[src/hdl/oat_pkg.sv]
`timescale 1ns / 1ps

package oat_pkg;

  localparam int unsigned SLOTS_DEF = 4;
  localparam logic [19:0] TPM_RESET = 20'd52000;

  localparam logic [1:0] ACT_SET    = 2'd0;
  localparam logic [1:0] ACT_SLEEP  = 2'd1;
  localparam logic [1:0] ACT_CANCEL = 2'd2;
  localparam logic [1:0] ACT_TICK   = 2'd3;

  localparam logic [1:0] ST_OK     = 2'd0;
  localparam logic [1:0] ST_FULL   = 2'd1;
  localparam logic [1:0] ST_REJECT = 2'd2;

  typedef struct packed {
    logic [1:0]  act;
    logic        who;
    logic [31:0] arg;
    logic [31:0] cb;
    logic [63:0] now;
    logic [63:0] dl;
  } req_t;

  typedef struct packed {
    logic        grab;
    logic        cancel_ok;
    logic        fire;
    logic [31:0] cb;
  } evt_t;

endpackage

[src/hdl/one_shot_alarm_table_unit.sv]
`timescale 1ns / 1ps
// One-shot alarm table for two programs.
// Input channel (in_valid / in_stall): one request word per item: set, sleep,
// cancel or timer tick, with caller, argument, callback and the current time.
// Result channel (out_valid / out_stall): set, sleep and cancel give one word;
// a tick gives one word per expired alarm of the caller in slot order, with
// out_last on the final one, and no word when nothing expires.
// Config channel (cfg_valid / cfg_ready): writes ticks_per_ms; always ready.
// Steps: an item passes a multiply step and a 64-bit add step; the request
// token then walks the chain of slot cells one slot at a time, followed by a
// finishing step and an idle step before the next acceptance; a zero-delay
// sleep goes straight to the finishing step. Results are registered: a set,
// sleep or cancel word enters the output register in the finishing step.
// Fired alarms of a tick leave as the token passes their slot, one word behind.
// Reset clears all armed bits, sets ticks_per_ms to 52000 and empties the
// output register. A stalled result holds the token in place; the chain
// resumes as soon as the output register can take a new word.
module one_shot_alarm_table_unit #(
  parameter int unsigned ALARM_SLOTS = oat_pkg::SLOTS_DEF
) (
  input  logic        clk,
  input  logic        rst_n,
  input  logic        in_valid,
  output logic        in_stall,
  input  logic [1:0]  in_action,
  input  logic        in_caller_id,
  input  logic [31:0] in_argument,
  input  logic [31:0] in_callback_in,
  input  logic [63:0] in_now_time,
  output logic        out_valid,
  input  logic        out_stall,
  output logic [1:0]  out_status,
  output logic [1:0]  out_alarm_number,
  output logic        out_fired,
  output logic [31:0] out_callback_out,
  output logic        out_last,
  input  logic        cfg_valid,
  output logic        cfg_ready,
  input  logic [19:0] cfg_ticks_per_ms
);
  import oat_pkg::*;

  localparam int unsigned IW = (ALARM_SLOTS > 1) ? $clog2(ALARM_SLOTS) : 1;

  localparam logic [2:0] S_IDLE = 3'd0;
  localparam logic [2:0] S_MUL  = 3'd1;
  localparam logic [2:0] S_ADD  = 3'd2;
  localparam logic [2:0] S_SCAN = 3'd3;
  localparam logic [2:0] S_FIN  = 3'd4;

  logic [2:0]    st_r, st_nxt;
  logic [19:0]   tpm_r;
  logic [1:0]    act_r;
  logic          who_r;
  logic [31:0]   arg_r, cb_r;
  logic [63:0]   now_r, dl_r;
  logic [51:0]   prod_r;
  logic [IW-1:0] idx_r, idx_nxt;
  logic          got_r, got_nxt;
  logic [IW-1:0] slot_r, slot_nxt;
  logic          cok_r, cok_nxt;
  logic          pend_v_r, pend_v_nxt;
  logic [IW-1:0] pend_slot_r, pend_slot_nxt;
  logic [31:0]   pend_cb_r, pend_cb_nxt;

  logic          out_valid_r, out_valid_nxt;
  logic [1:0]    out_status_r, out_status_nxt;
  logic [1:0]    out_num_r, out_num_nxt;
  logic          out_fired_r, out_fired_nxt;
  logic [31:0]   out_cb_r, out_cb_nxt;
  logic          out_last_r, out_last_nxt;
  logic          push;

  logic          accept, adv, done;
  logic          ev_grab, ev_cok, ev_fire;
  logic [31:0]   ev_cb;
  req_t          req;
  evt_t          evt_a   [ALARM_SLOTS];
  logic [ALARM_SLOTS-1:0] hit_v;
  logic          tok_c   [ALARM_SLOTS+1];
  logic          claim_c [ALARM_SLOTS+1];

  assign in_stall  = (st_r != S_IDLE);
  assign accept    = in_valid && !in_stall;
  assign cfg_ready = 1'b1;
  assign adv       = !out_valid_r || !out_stall;

  assign req.act = act_r;
  assign req.who = who_r;
  assign req.arg = arg_r;
  assign req.cb  = cb_r;
  assign req.now = now_r;
  assign req.dl  = dl_r;

  assign tok_c[0]   = (st_r == S_ADD);
  assign claim_c[0] = 1'b0;
  assign done       = tok_c[ALARM_SLOTS];

  for (genvar g = 0; g < ALARM_SLOTS; g++) begin : g_cell
    oat_cell #(.CELL_IDX(g)) u_cell (
      .clk       (clk),
      .rst_n     (rst_n),
      .req       (req),
      .adv       (adv),
      .tok_in    (tok_c[g]),
      .claim_in  (claim_c[g]),
      .tok_out   (tok_c[g+1]),
      .claim_out (claim_c[g+1]),
      .evt       (evt_a[g])
    );
    assign hit_v[g] = evt_a[g].grab | evt_a[g].cancel_ok | evt_a[g].fire;
  end

  always_comb begin
    ev_grab = 1'b0;
    ev_cok  = 1'b0;
    ev_fire = 1'b0;
    ev_cb   = 32'd0;
    for (int i = 0; i < ALARM_SLOTS; i++) begin
      ev_grab = ev_grab | evt_a[i].grab;
      ev_cok  = ev_cok  | evt_a[i].cancel_ok;
      ev_fire = ev_fire | evt_a[i].fire;
      ev_cb   = ev_cb   | evt_a[i].cb;
    end
  end

  always_comb begin
    st_nxt        = st_r;
    idx_nxt       = idx_r;
    got_nxt       = got_r;
    slot_nxt      = slot_r;
    cok_nxt       = cok_r;
    pend_v_nxt    = pend_v_r;
    pend_slot_nxt = pend_slot_r;
    pend_cb_nxt   = pend_cb_r;
    push          = 1'b0;
    out_status_nxt = out_status_r;
    out_num_nxt    = out_num_r;
    out_fired_nxt  = out_fired_r;
    out_cb_nxt     = out_cb_r;
    out_last_nxt   = out_last_r;

    case (st_r)
      S_IDLE: begin
        if (accept) begin
          got_nxt    = 1'b0;
          cok_nxt    = 1'b0;
          pend_v_nxt = 1'b0;
          if (in_action == ACT_SLEEP && in_argument == 32'd0) begin
            st_nxt = S_FIN;
          end else begin
            st_nxt = S_MUL;
          end
        end
      end
      S_MUL: begin
        st_nxt = S_ADD;
      end
      S_ADD: begin
        idx_nxt = '0;
        st_nxt  = S_SCAN;
      end
      S_SCAN: begin
        if (adv) begin
          idx_nxt = idx_r + IW'(1);
          if (ev_grab) begin
            got_nxt  = 1'b1;
            slot_nxt = idx_r;
          end
          if (ev_cok) begin
            cok_nxt = 1'b1;
          end
          if (ev_fire) begin
            if (pend_v_r) begin
              push           = 1'b1;
              out_status_nxt = ST_OK;
              out_num_nxt    = 2'(pend_slot_r);
              out_fired_nxt  = 1'b1;
              out_cb_nxt     = pend_cb_r;
              out_last_nxt   = 1'b0;
            end
            pend_v_nxt    = 1'b1;
            pend_slot_nxt = idx_r;
            pend_cb_nxt   = ev_cb;
          end
          if (done) begin
            st_nxt = S_FIN;
          end
        end
      end
      S_FIN: begin
        if (adv) begin
          st_nxt         = S_IDLE;
          out_fired_nxt  = 1'b0;
          out_cb_nxt     = 32'd0;
          out_last_nxt   = 1'b1;
          out_num_nxt    = 2'd0;
          out_status_nxt = ST_OK;
          case (act_r)
            ACT_SET: begin
              push           = 1'b1;
              out_status_nxt = got_r ? ST_OK : ST_FULL;
              out_num_nxt    = got_r ? 2'(slot_r) : 2'd0;
            end
            ACT_SLEEP: begin
              push           = 1'b1;
              out_status_nxt = (got_r || arg_r == 32'd0) ? ST_OK : ST_FULL;
            end
            ACT_CANCEL: begin
              push           = 1'b1;
              out_status_nxt = cok_r ? ST_OK : ST_REJECT;
            end
            default: begin
              push          = pend_v_r;
              out_num_nxt   = 2'(pend_slot_r);
              out_fired_nxt = 1'b1;
              out_cb_nxt    = pend_cb_r;
              pend_v_nxt    = 1'b0;
            end
          endcase
        end
      end
      default: begin
        st_nxt = S_IDLE;
      end
    endcase

    if (push) begin
      out_valid_nxt = 1'b1;
    end else if (out_valid_r && !out_stall) begin
      out_valid_nxt = 1'b0;
    end else begin
      out_valid_nxt = out_valid_r;
    end
  end

  always_ff @(posedge clk) begin
    if (!rst_n) begin
      st_r        <= S_IDLE;
      tpm_r       <= TPM_RESET;
      out_valid_r <= 1'b0;
      pend_v_r    <= 1'b0;
      got_r       <= 1'b0;
      cok_r       <= 1'b0;
      idx_r       <= '0;
    end else begin
      st_r        <= st_nxt;
      out_valid_r <= out_valid_nxt;
      pend_v_r    <= pend_v_nxt;
      got_r       <= got_nxt;
      cok_r       <= cok_nxt;
      idx_r       <= idx_nxt;
      if (cfg_valid && cfg_ready) begin
        tpm_r <= cfg_ticks_per_ms;
      end
    end
  end

  always_ff @(posedge clk) begin
    if (accept) begin
      act_r <= in_action;
      who_r <= in_caller_id;
      arg_r <= in_argument;
      cb_r  <= in_callback_in;
      now_r <= in_now_time;
    end
    if (st_r == S_MUL) begin
      prod_r <= 52'(arg_r) * 52'(tpm_r);
    end
    if (st_r == S_ADD) begin
      dl_r <= now_r + {12'd0, prod_r};
    end
    slot_r      <= slot_nxt;
    pend_slot_r <= pend_slot_nxt;
    pend_cb_r   <= pend_cb_nxt;
    if (push) begin
      out_status_r <= out_status_nxt;
      out_num_r    <= out_num_nxt;
      out_fired_r  <= out_fired_nxt;
      out_cb_r     <= out_cb_nxt;
      out_last_r   <= out_last_nxt;
    end
  end

  assign out_valid        = out_valid_r;
  assign out_status       = out_status_r;
  assign out_alarm_number = out_num_r;
  assign out_fired        = out_fired_r;
  assign out_callback_out = out_cb_r;
  assign out_last         = out_last_r;

  a_one_cell_active: assert property (@(posedge clk) disable iff (!rst_n)
    $onehot0(hit_v))
    else $error("more than one slot cell acted in one cycle");

  a_pend_in_scan: assert property (@(posedge clk) disable iff (!rst_n)
    pend_v_r |-> (st_r == S_SCAN || st_r == S_FIN))
    else $error("pending fired alarm outside a scan");

  a_fire_on_tick: assert property (@(posedge clk) disable iff (!rst_n)
    ev_fire |-> (act_r == ACT_TICK && st_r == S_SCAN))
    else $error("alarm fired outside a tick scan");

  a_fin_drains: assert property (@(posedge clk) disable iff (!rst_n)
    (st_r == S_FIN && adv) |=> (!pend_v_r && st_r == S_IDLE))
    else $error("finish left a pending alarm or did not return to idle");

endmodule

[src/hdl/oat_cell.sv]
`timescale 1ns / 1ps

module oat_cell #(
  parameter int unsigned CELL_IDX = 0
) (
  input  logic          clk,
  input  logic          rst_n,
  input  oat_pkg::req_t req,
  input  logic          adv,
  input  logic          tok_in,
  input  logic          claim_in,
  output logic          tok_out,
  output logic          claim_out,
  output oat_pkg::evt_t evt
);
  import oat_pkg::*;

  logic        tok_r, tok_nxt;
  logic        claim_r, claim_nxt;
  logic        armed_r, armed_nxt;
  logic [63:0] dl_r;
  logic [31:0] cb_r;
  logic        own_r;
  logic        act_now, grab, hit_cancel, hit_fire;

  always_comb begin
    act_now    = tok_r & adv;
    grab       = act_now && (req.act == ACT_SET || req.act == ACT_SLEEP) &&
                 !claim_r && !armed_r;
    hit_cancel = act_now && (req.act == ACT_CANCEL) && (req.arg == 32'(CELL_IDX)) &&
                 armed_r && (own_r == req.who);
    hit_fire   = act_now && (req.act == ACT_TICK) && armed_r &&
                 (own_r == req.who) && (dl_r <= req.now);

    armed_nxt = armed_r;
    if (grab) begin
      armed_nxt = 1'b1;
    end else if (hit_cancel || hit_fire) begin
      armed_nxt = 1'b0;
    end

    tok_nxt   = tok_in ? 1'b1 : (act_now ? 1'b0 : tok_r);
    claim_nxt = tok_in ? claim_in : claim_r;

    tok_out       = act_now;
    claim_out     = claim_r | grab;
    evt.grab      = grab;
    evt.cancel_ok = hit_cancel;
    evt.fire      = hit_fire;
    evt.cb        = hit_fire ? cb_r : 32'd0;
  end

  always_ff @(posedge clk) begin
    if (!rst_n) begin
      tok_r   <= 1'b0;
      claim_r <= 1'b0;
      armed_r <= 1'b0;
    end else begin
      tok_r   <= tok_nxt;
      claim_r <= claim_nxt;
      armed_r <= armed_nxt;
    end
  end

  always_ff @(posedge clk) begin
    if (grab) begin
      dl_r  <= req.dl;
      cb_r  <= (req.act == ACT_SET) ? req.cb : 32'd0;
      own_r <= req.who;
    end
  end

endmodule
[config.mk]
export PLATFORM = sky130hd
export DESIGN_NAME = one_shot_alarm_table_unit
export DESIGN_NICKNAME = d
export VERILOG_FILES = /design/src/hdl/oat_pkg.sv /design/src/hdl/one_shot_alarm_table_unit.sv /design/src/hdl/oat_cell.sv
export SDC_FILE = /design/constraint.sdc
export NUM_CORES = 2
export LEC_CHECK = 0
export BUFFER_PORTS_ARGS = -buffer_cell sky130_fd_sc_hd__buf_2
export CORE_UTILIZATION = 30
export CTS_BUF_LIST = sky130_fd_sc_hd__clkbuf_8
export CTS_CLUSTER_DIAMETER = 150
export CTS_CLUSTER_SIZE = 16
export DETAILED_ROUTE_END_ITERATION = 8
export SYNTH_ARGS = -nofsm -noshare
export SYNTH_HDL_FRONTEND = slang
export SYNTH_SLANG_ARGS = --single-unit
[constraint.sdc]
create_clock -name clk -period 36.3 [get_ports clk]
set_input_delay 3.63 -clock clk [delete_from_list [all_inputs] [get_ports clk]]
set_output_delay 3.63 -clock clk [all_outputs]
set_load 0.01 [all_outputs]
==> reports/metrics.cfg <==
[routing]
drt_iter0_markers = 2287
met1_length_um = 57800
vias_per_cell = 4.85
top_layer = met4
drc = 0
wl_met2_um = 74500
wl_per_cell_um = 20.1
routed_wl_um = 145000
via_count = 35083
first_pass_iters = 7
dr_wl_met3_um = 6350
ant_nets = 0

[worst_setup_path]
crit_arrival_ns = 8.72
critPathMaxFanout = 17
crit_path_start_kind = flip-flop
path_buf_inv = 5
crit_family = adder cells
cp-end-kind = flip-flop
crit_chain = buf_4 -> and2_1 -> fa_1 -> inv_1 -> fa_1 -> fa_1 -> fa_1 -> inv_1 -> fa_1 -> fa_1 -> inv_1 -> fa_1 -> inv_1 -> ha_1 -> a21oi_1 -> o21ai_0 -> a2111oi_0 -> nor3_1 -> o211ai_1 -> o211ai_1 -> a21boi_1 -> o21a_1 -> o21ai_0 -> xor2_1
critPathMaxStageDelay_ns = 0.77
required_ns = 36.77
cpMaxStageDelayCell = dfxtp_1
cp_common_cell = fa_1
critPathKind = flip-flop to flip-flop

[clock_network]
clock_latency_ns = 0.76
clock-root-buffer = clkbuf_8
post_cts_buffers = 0
cts_resized = 0
htree_levels = 2
hold_buffers = 0
clk_pin_slew_ns = 0.15
cts_tree = built
clkSinkCount = 749
numCtsBuffers = 52
clockBufferDepth = 3

[logic_synthesis]
synth_cell_types = 85
synth_ff_type = edfxtp_1
synth_top_area_share_pct = 39.3
synth_seq_cells = 749
syn_area_per_cell_um2 = 11.5
synth_fp_nets = 5873
synth_area_leaders = edfxtp_1 (39%), fa_1 (20%), ha_1 (11%)
netlist_instances = 4710
synth-edff-count = 709
seq_area_frac_synth_pct = 40.8
yosysTopAreaCell = edfxtp_1
syn_area_um2 = 54200
postSynth.asyncResetShare_pct = 0
yosysWarnings = 0

[floorplanning]
start_util_pct = 30.3
coreArea_um2 = 179000
chipHeight_um = 427
ios = 197
die_w_um = 427
die-area_um2 = 182000
num_rows = 155

[placement]
hpwlAfterDp_um = 107000
gp_congestion = 0.879
pre_cts_ws_ns = 28.10
portBuffers = 195
dpl_cell_area_um2 = 57900

[power]
peakVddDrop_v = 0.000164
p_leak_nw = 25.0
totalPowerFinal_mw = 5.38
powerDensity_nw_per_um2 = 91.6

[cells_and_area]
area_delta_synth_final_pct = 8.55
final_nets = 6005
layout_common_cells = edfxtp_1 (709), inv_1 (693), fa_1 (537), nand2_1 (530), ha_1 (470)
layout_commonest_cell = edfxtp_1
final_cell_area_um2 = 58800
fillers = 17876
drive_above_1_share_pct = 7.26

[global_route]
grt.overflow.total = 0
grt_use_total_pct = 15.9
grt_max_degree = 84
grt_pass1_wl_um = 221000
grt_antenna_before_repair = 16
grt_pass1_vias = 36733

[timing]
worst_slack_ns = 28.05
timing.hold.ws_ns = 0.493
relSlewSlack_pct = 21.7
rsz0062_at_grt = no
hold_viol = 0
tightest_slew_ns = 1.16
clock_skew_ns = 0.0667
fin_tns_setup_ns = 0
max_freq_ghz = 0.121
fin_crit_sh_pct = 22.7
slew_violations = 0
post-route-min-period_ns = 8.25
final-setup-viol-count = 0

[outcome]
outcome = complete, no violations

[job]
drv_cap = 0

[worst_hold_path]
hold_class = flip-flop to flip-flop

-- stage by stage --
| stage | utilization, % | cells |
|---|---|---|
| floorplan | - | 4710 |
| global placement | 32.4 | 7143 |
| detailed placement | 32.4 | 7143 |
| CTS | 32.9 | 7218 |
| global route | 32.9 | 7226 |
| finish | 32.9 | 7227 |
-- logic make-up after synthesis --
group	count (synthesis)	synth area share, %
XOR/XNOR	98	1.59
other	1	0.00693
AO/OA/AOI/OAI	672	8.44
multiplexers	25	0.467
flip-flops	749	40.8
buffers and inverters	852	5.95
AND/OR/NAND/NOR	1306	12.0
adder cells (fa/ha/maj)	1007	30.7
-- sequential cells by signal, indices dropped and copies added, names as in the netlist, 3 cells and up --
name,count
g_cell.u_cell.cb_r,128
tpm_r,20
g_cell.u_cell.armed_r,4
pend_cb_r,32
cb_r,32
g_cell.u_cell.tok_r,4
prod_r,52
arg_r,32
g_cell.u_cell.claim_r,3
dl_r,64
g_cell.u_cell.dl_r,256
out_callback_out,32
now_r,64
g_cell.u_cell.own_r,4
st_r,3
-- report_power, final --
| part | total, mW | internal, mW | leakage (nW) | switching [mW] |
|---|---|---|---|---|
| Clock | 0.409 | 0.134 | 0.493 | 0.275 |
| Combinational | 3.73 | 1.54 | 17.8 | 2.18 |
| Sequential | 1.25 | 1.20 | 6.67 | 0.0501 |
-- Yosys cell counts, types with 8 or more instances --
master and n:
a2111oi_0 10, a211oi_1 15, a21o_1 159, a21oi_1 178
a221oi_1 8, a222oi_1 32, a31oi_1 18, and2_1 367
and3_1 9, clkbuf_1 167, dfxtp_1 40, edfxtp_1 709
fa_1 537, ha_1 470, inv_1 675, mux2i_1 23
nand2_1 530, nand2b_1 17, nand3_1 44, nand4_1 76
nor2_1 112, nor2b_1 44, nor3_1 38, nor3b_1 9
nor4_1 28, o211ai_1 16, o21a_1 28, o21ai_0 106
o21bai_1 22, xnor2_1 73, xor2_1 25
-- area by class of cell --
type	instances	area [um2]	share of cell area (%)
Antenna cell	9	22.5	0.0383
Multi-Input combinational cell	3109	28900	49.2
Clock buffer	52	716	1.22
Timing Repair Buffer	255	1430	2.43
Inverter	675	2540	4.32
Clock inverter	23	116	0.198
Sequential cell	749	22100	37.6
Tap cell	2355	2950	5.01
-- worst min-delay path, cell delays in order (launching register included) --
cell and delay, ns:
dfxtp_1 0.33, nand2_1 0.05, a21boi_0 0.07
-- routing by layer --
layer	track usage [%]	up-vias
li1	-	16153
met1	19.1	17750
met2	28.7	935
met3	1.46	245
met4	6.83	0
met5	0	-
-- final timing paths --
| path | slack, ns | end | start | cells past startpoint |
|---|---|---|---|---|
| setup / recovery | 28.05 | prod_r[46] | tpm_r[9] | 24 |
| hold / removal | 0.49 | g_cell[3].u_cell.tok_r | g_cell[3].u_cell.tok_r | 2 |
| setup reg to reg | 28.05 | prod_r[46] | tpm_r[9] | 24 |
| hold reg to reg | 0.49 | g_cell[3].u_cell.tok_r | g_cell[3].u_cell.tok_r | 2 |
(Power assumes the default switching activity.)
